--- src/rtl/altkey_pkg.sv ---
`timescale 1ns / 1ps
// ----------------------------------------------------------------------------
// altkey_pkg
// shared types and constants for the alt keypad code entry block
// ----------------------------------------------------------------------------
package altkey_pkg;

    // configuration register indexes
    localparam logic [1:0] CFG_HOLD_MODIFIER = 2'd0;
    localparam logic [1:0] CFG_KEYPAD_ZERO   = 2'd1;
    localparam logic [1:0] CFG_KEYPAD_ONE    = 2'd2;

    // register reset values
    localparam logic [7:0] HOLD_MODIFIER_RST = 8'h40;
    localparam logic [7:0] KEYPAD_ZERO_RST   = 8'd98;
    localparam logic [7:0] KEYPAD_ONE_RST    = 8'd89;

    localparam logic [7:0] ESCAPE_BYTE = 8'hFF;

    // five decimal digits, press and release each, then the final pair
    localparam int         NUM_DIGITS = 5;
    localparam logic [3:0] LAST_STEP  = 4'd10;

    // byte parser phases
    typedef enum logic [2:0] {
        PH_CODE = 3'b001,
        PH_HIGH = 3'b010,
        PH_LOW  = 3'b100
    } phase_t;

    // multiples of each decimal weight, most significant digit first
    localparam logic [16:0] DIGIT_STEP [NUM_DIGITS][10] = '{
        '{17'd0, 17'd10000, 17'd20000, 17'd30000, 17'd40000,
          17'd50000, 17'd60000, 17'd70000, 17'd80000, 17'd90000},
        '{17'd0, 17'd1000, 17'd2000, 17'd3000, 17'd4000,
          17'd5000, 17'd6000, 17'd7000, 17'd8000, 17'd9000},
        '{17'd0, 17'd100, 17'd200, 17'd300, 17'd400,
          17'd500, 17'd600, 17'd700, 17'd800, 17'd900},
        '{17'd0, 17'd10, 17'd20, 17'd30, 17'd40,
          17'd50, 17'd60, 17'd70, 17'd80, 17'd90},
        '{17'd0, 17'd1, 17'd2, 17'd3, 17'd4,
          17'd5, 17'd6, 17'd7, 17'd8, 17'd9}
    };

endpackage

--- src/rtl/char_code_to_alt_keypad_keys.sv ---
`timescale 1ns / 1ps
// ----------------------------------------------------------------------------
// char_code_to_alt_keypad_keys
// turns a byte stream of character codes into keypad report pairs that type
// each code as five decimal digits while a modifier is held
// ----------------------------------------------------------------------------
//
//  channel   direction  handshake            payload
//  input     in         in_valid / in_stall  in_byte
//  output    out        out_valid/out_stall  modifier, key_usage, last_of_run
//  config    in         cfg_we               cfg_index, cfg_data
//
//  every input transaction is taken by the parser; a finished code
//  is held in a one-entry code register and played out by the emit
//  sequencer as eleven report pairs, one pair per cycle when not stalled
//  the sequencer loads the next pending code on the cycle it sends the
//  final pair, so consecutive codes stream with no gap
//  escape and high bytes give no output
//  rst_n clears parser, pending code flag, sequencer and output valid and
//  loads the register defaults
//  a stalled output holds its pair and freezes the sequencer; in_stall is
//  high while a finished code waits for the sequencer
//
module char_code_to_alt_keypad_keys
(
    input  logic       clk,
    input  logic       rst_n,

    input  logic       in_valid,
    output logic       in_stall,
    input  logic [7:0] in_byte,

    output logic       out_valid,
    input  logic       out_stall,
    output logic [7:0] modifier,
    output logic [7:0] key_usage,
    output logic       last_of_run,

    input  logic       cfg_we,
    input  logic [1:0] cfg_index,
    input  logic [7:0] cfg_data
);

    // configuration registers
    logic [7:0] hold_mod_reg;
    logic [7:0] zero_usage_reg;
    logic [7:0] one_usage_reg;

    // parser and pending code register
    altkey_pkg::phase_t phase_reg, phase_next;
    logic [7:0]  high_reg, high_next;
    logic        code_valid_reg, code_valid_next;
    logic [15:0] code_reg, code_next;

    // emit sequencer
    logic        busy_reg, busy_next;
    logic [3:0]  step_reg, step_next;
    logic [15:0] rem_reg, rem_next;
    logic [3:0]  digit_reg, digit_next;

    // output register
    logic        out_valid_reg, out_valid_next;
    logic [7:0]  modifier_reg, modifier_next;
    logic [7:0]  key_usage_reg, key_usage_next;
    logic        last_reg, last_next;

    logic        in_fire;
    logic        advance;
    logic        finish;
    logic        load;
    logic [2:0]  digit_pos;
    logic [3:0]  digit_now;
    logic [7:0]  usage_now;

    assign in_stall = code_valid_reg;
    assign in_fire  = in_valid && !code_valid_reg;

    // output register is free or being emptied this cycle
    assign advance = !out_valid_reg || !out_stall;
    assign finish  = busy_reg && advance && (step_reg == altkey_pkg::LAST_STEP);
    // pick up the next code when idle, or straight after the final pair
    assign load    = code_valid_reg && (!busy_reg || finish);

    // configuration writes
    always_ff @(posedge clk or negedge rst_n)
    begin
        if (!rst_n)
        begin
            hold_mod_reg   <= altkey_pkg::HOLD_MODIFIER_RST;
            zero_usage_reg <= altkey_pkg::KEYPAD_ZERO_RST;
            one_usage_reg  <= altkey_pkg::KEYPAD_ONE_RST;
        end
        else if (cfg_we)
        begin
            case (cfg_index)
                altkey_pkg::CFG_HOLD_MODIFIER: hold_mod_reg   <= cfg_data;
                altkey_pkg::CFG_KEYPAD_ZERO:   zero_usage_reg <= cfg_data;
                altkey_pkg::CFG_KEYPAD_ONE:    one_usage_reg  <= cfg_data;
                default:                       ;
            endcase
        end
    end

    // byte parser: plain code, or escape followed by high then low byte
    always_comb
    begin
        phase_next      = phase_reg;
        high_next       = high_reg;
        code_valid_next = code_valid_reg;
        code_next       = code_reg;
        if (load)
        begin
            code_valid_next = 1'b0;
        end
        if (in_fire)
        begin
            case (phase_reg)
                altkey_pkg::PH_HIGH:
                begin
                    high_next  = in_byte;
                    phase_next = altkey_pkg::PH_LOW;
                end
                altkey_pkg::PH_LOW:
                begin
                    code_next       = {high_reg, in_byte};
                    code_valid_next = 1'b1;
                    phase_next      = altkey_pkg::PH_CODE;
                end
                default:
                begin
                    if (in_byte == altkey_pkg::ESCAPE_BYTE)
                    begin
                        phase_next = altkey_pkg::PH_HIGH;
                    end
                    else
                    begin
                        code_next       = {8'h00, in_byte};
                        code_valid_next = 1'b1;
                        phase_next      = altkey_pkg::PH_CODE;
                    end
                end
            endcase
        end
    end

    // current decimal digit: how many multiples of its weight fit in the
    // remainder, weights run from ten thousands down to units
    assign digit_pos = (step_reg[3:1] < 3'(altkey_pkg::NUM_DIGITS)) ? step_reg[3:1] : 3'd0;

    always_comb
    begin
        digit_now = 4'd0;
        for (int j = 1; j < 10; j++)
        begin
            if ({1'b0, rem_reg} >= altkey_pkg::DIGIT_STEP[digit_pos][j])
            begin
                digit_now = 4'(j);
            end
        end
    end

    // zero has its own usage, one to nine are contiguous (wraps modulo 256)
    assign usage_now = (digit_now == 4'd0) ? zero_usage_reg
                     : 8'(one_usage_reg + {4'h0, digit_now} - 8'd1);

    // emit sequencer and output register
    always_comb
    begin
        busy_next      = busy_reg;
        step_next      = step_reg;
        rem_next       = rem_reg;
        digit_next     = digit_reg;
        out_valid_next = out_valid_reg;
        modifier_next  = modifier_reg;
        key_usage_next = key_usage_reg;
        last_next      = last_reg;

        if (advance)
        begin
            out_valid_next = busy_reg;
            if (busy_reg)
            begin
                step_next = step_reg + 4'd1;
                if (step_reg == altkey_pkg::LAST_STEP)
                begin
                    // final all-released pair
                    busy_next      = 1'b0;
                    modifier_next  = 8'h00;
                    key_usage_next = 8'h00;
                    last_next      = 1'b1;
                end
                else if (!step_reg[0])
                begin
                    // press pair
                    digit_next     = digit_now;
                    modifier_next  = hold_mod_reg;
                    key_usage_next = usage_now;
                    last_next      = 1'b0;
                end
                else
                begin
                    // release pair, strip the digit just typed
                    rem_next       = 16'(({1'b0, rem_reg}
                                     - altkey_pkg::DIGIT_STEP[digit_pos][digit_reg]));
                    modifier_next  = hold_mod_reg;
                    key_usage_next = 8'h00;
                    last_next      = 1'b0;
                end
            end
        end

        if (load)
        begin
            busy_next = 1'b1;
            step_next = 4'd0;
            rem_next  = code_reg;
        end
    end

    always_ff @(posedge clk or negedge rst_n)
    begin
        if (!rst_n)
        begin
            phase_reg      <= altkey_pkg::PH_CODE;
            high_reg       <= 8'h00;
            code_valid_reg <= 1'b0;
            busy_reg       <= 1'b0;
            step_reg       <= 4'd0;
            out_valid_reg  <= 1'b0;
        end
        else
        begin
            phase_reg      <= phase_next;
            high_reg       <= high_next;
            code_valid_reg <= code_valid_next;
            busy_reg       <= busy_next;
            step_reg       <= step_next;
            out_valid_reg  <= out_valid_next;
        end
    end

    // payload registers
    always_ff @(posedge clk)
    begin
        code_reg      <= code_next;
        rem_reg       <= rem_next;
        digit_reg     <= digit_next;
        modifier_reg  <= modifier_next;
        key_usage_reg <= key_usage_next;
        last_reg      <= last_next;
    end

    assign out_valid   = out_valid_reg;
    assign modifier    = modifier_reg;
    assign key_usage   = key_usage_reg;
    assign last_of_run = last_reg;

endmodule

--- config.mk ---
export PLATFORM = sky130hd
export DESIGN_NAME = char_code_to_alt_keypad_keys
export DESIGN_NICKNAME = d
export VERILOG_FILES = /design/src/rtl/altkey_pkg.sv /design/src/rtl/char_code_to_alt_keypad_keys.sv
export SDC_FILE = /design/constraint.sdc
export NUM_CORES = 1
export LEC_CHECK = 0
export ABC_AREA = 1
export BUFFER_PORTS_ARGS = -buffer_cell sky130_fd_sc_hd__buf_4
export CAP_MARGIN = 20
export CORE_ASPECT_RATIO = 0.7
export CORE_MARGIN = 2
export CORE_UTILIZATION = 50
export CTS_CLUSTER_SIZE = 12
export DETAILED_ROUTE_END_ITERATION = 6
export PLACE_DENSITY = 0.67
export SYNTH_ARGS = -nofsm -noshare
export SYNTH_HDL_FRONTEND = slang
export SYNTH_SLANG_ARGS = --single-unit
--- constraint.sdc ---
create_clock -name clk -period 8.3 [get_ports clk]
set_clock_uncertainty 0.2 [all_clocks]
set_input_delay 0.415 -clock clk [delete_from_list [all_inputs] [get_ports clk]]
set_output_delay 0.415 -clock clk [all_outputs]
set_load 0.03 [all_outputs]
==> impl_metrics.tcl <==
set metrics [dict create \
    status "completed" \
    die-area_um2 18000 \
    ys_ff_latch 95 \
    via_count 7757 \
    crit_type "reg2reg" \
    tightest_slew_ns 0.715 \
    setup-violations-final 0 \
    drc 0 \
    firstDrtPassIters 5 \
    cts_setup_buffers 0 \
    synth_flop_cell "edfxtp_1" \
    fp.dieH_um 113 \
    cts_resized 0 \
    dr_wl_met2_um 8940 \
    core_region_area_um2 16400 \
    cap_viol_max_count 0 \
    grt_max_degree 43 \
    nets 1354 \
    viasPerCell 5.34 \
    cp_max_fo 10 \
    syn_inst 1188 \
    critPathCaptureType "flip-flop" \
    dpl.hpwl_um 18300 \
    min_period_over_period_pct 72.8 \
    grt_use_total_pct 26.2 \
    antenna_found_initial 0 \
    hold_violations 0 \
    grt_pass1_wl_um 37200 \
    holdPathStages 1 \
    grt-ovfl-total 0 \
    top_layer "met4" \
    critPathRequiredTime_ns 8.20 \
    reg2reg_depth 29 \
    slew_headroom_pct 51.8 \
    cp_common_cell "nand2_1" \
    clkSlewWorstSetupHoldPaths_ns 0.07 \
    ctsHoldBuffers 1 \
    drtIter0Drc 793 \
    wl_met3_um 2500 \
    wirelength_um 23100 \
    tritoncts "built" \
    postRouteAntennaNets 0 \
    fmax_mhz 166 \
    cpPeakStageDelay_ns 0.48 \
    row_count 39 \
    yosysWarningCount 0 \
    syn_to_final_growth_pct 9.41 \
    io_buffers 41 \
    clk_path_buf_depth 2 \
    ios 42 \
    gp_congestion 0.975 \
    tns_ns 0 \
    insertedDiodeCount 0 \
    start_util_pct 51.4 \
    synth.distinct_cells 47 \
    insertion_delay_ns 0.34 \
    post_drt_wl_per_cell_um 15.9 \
    cts_made_buffers 9 \
    finalCriticalPeriod_ns 6.04 \
    grt_pass1_vias 7107 \
    syn_avg_cell_area_um2 7.11 \
    async_flop_share_pct 44.2 \
    wl_met1_um 11300 \
    numClockSinks 95 \
    drive_gt1_share_pct 8.55 \
    syn-cell-area_um2 8450 \
    cp_slowest_cell "nor2_1" \
    cts-root-buf "clkbuf_16" \
    cp.arrival_ns 5.95 \
    worstHoldPathType "in2reg" \
    slew_violations 0 \
    synth_nets 1319 \
    rsz0062_at_grt "false" \
    die_w_um 159 \
    htree_levels 3 \
    synth-edff-count 53 \
    critPathLaunchType "flip-flop" \
    yosysSeqAreaShare_pct 31.4 \
]
## cell usage after synthesis, types with 3 or more instances
cell      count  area, um2
nand2_1     327       1230
inv_1       182        683
nor2_1      125        469
ha_1        106       1330
o21ai_0      70        350
nand3_1      65        325
a21oi_1      63        315
edfxtp_1     53       1590
dfrtp_1      33        826
nand4_1      30        188
clkbuf_1     16       60.1
nor3_1       15       75.1
dfstp_2       9        236
inv_2         8       30.0
or2_2         7       43.8
xor2_1        7       61.3
a31oi_1       5       31.3
o31ai_1       5       37.5
xnor2_1       5       43.8
a21o_1        4       30.0
buf_6         4       45.0
o211ai_1      4       30.0
a21oi_2       3       26.3
clkinv_1      3       11.3
nand2_4       3       33.8
nand3_2       3       30.0
nor2_2        3       18.8
o22ai_1       3       18.8
## through the flow
| stage | util [%] | std cells | cell area (um2) | setup WS [ns] | hold WS (ns) |
|---|---|---|---|---|---|
| floorplan | - | 1188 | 8450 | 3.21 | -0.0806 |
| global placement | 54.4 | 1436 | 8950 | 2.67 | 0.244 |
| detailed placement | 54.4 | 1436 | 8950 | 2.39 | 0.246 |
| CTS | 56.2 | 1453 | 9240 | 2.38 | 0.0498 |
| global route | 56.2 | 1453 | 9240 | 1.63 | 0.0518 |
| finish | 56.2 | 1453 | 9240 | 2.26 | 0.0572 |
## layout by cell type, fill, tap and decap left out, types with 15 or more instances in the layout
cell type	instances
nand2_1	327
inv_1	182
nand4_1	30
buf_4	44
ha_1	106
nor3_1	15
nand3_1	65
dfrtp_1	33
a21oi_1	63
nor2_1	125
o21ai_0	70
edfxtp_1	53
## final timing paths
check,end,slack [ns],startpoint
max,key_usage[7],2.26,step_reg[3]
min,code_reg[2],0.06,in_byte[2]
max reg2reg,key_usage[7],2.26,step_reg[3]
min reg2reg,out_valid,0.28,busy_reg
max in group asynchronous,step_reg[3],7.07,rst_n
min in group asynchronous,hold_mod_reg[5],0.44,rst_n
## routing by layer
| layer | global-route usage (%) | vias to the layer above |
|---|---|---|
| met5 | 0 | - |
| met4 | 5.88 | 0 |
| met3 | 8.03 | 22 |
| met2 | 36.3 | 294 |
| met1 | 39.9 | 3476 |
| li1 | - | 3965 |
## cell families after synthesis
logic type                 after synthesis  synth area share, %
buffers and inverters                  214                 9.88
DFF                                     95                 31.4
AOI/OAI and AO/OA                      166                 10.8
adders and majority gates              108                 16.2
xor gates and xnor gates                12                 1.24
and+or+nand+nor                        593                 30.5
## final cells by class
class                           instances  area, um2
Clock inverter                          5       40.0
Fill cell                            1579       7200
Clock buffer                           11        243
Multi-Input combinational cell        879       4960
Inverter                              193        724
Timing Repair Buffer                   45        340
Sequential cell                        95       2650
Tap cell                              225        282
## critical path, delay by kind of cell, from the launching register on
kind / cells / cell delay, ns
adder cells (fa/ha/maj): 5 / 1.66
XOR/XNOR: 1 / 0.15
flip-flops: 1 / 0.44
AND/OR/NAND/NOR: 13 / 1.80
AO/OA/AOI/OAI: 5 / 0.86
buffers and inverters: 5 / 0.68
Power is left out: the tool's default activity adds up to more than one toggle a clock period on the data nets, which glitch-free logic cannot reach.
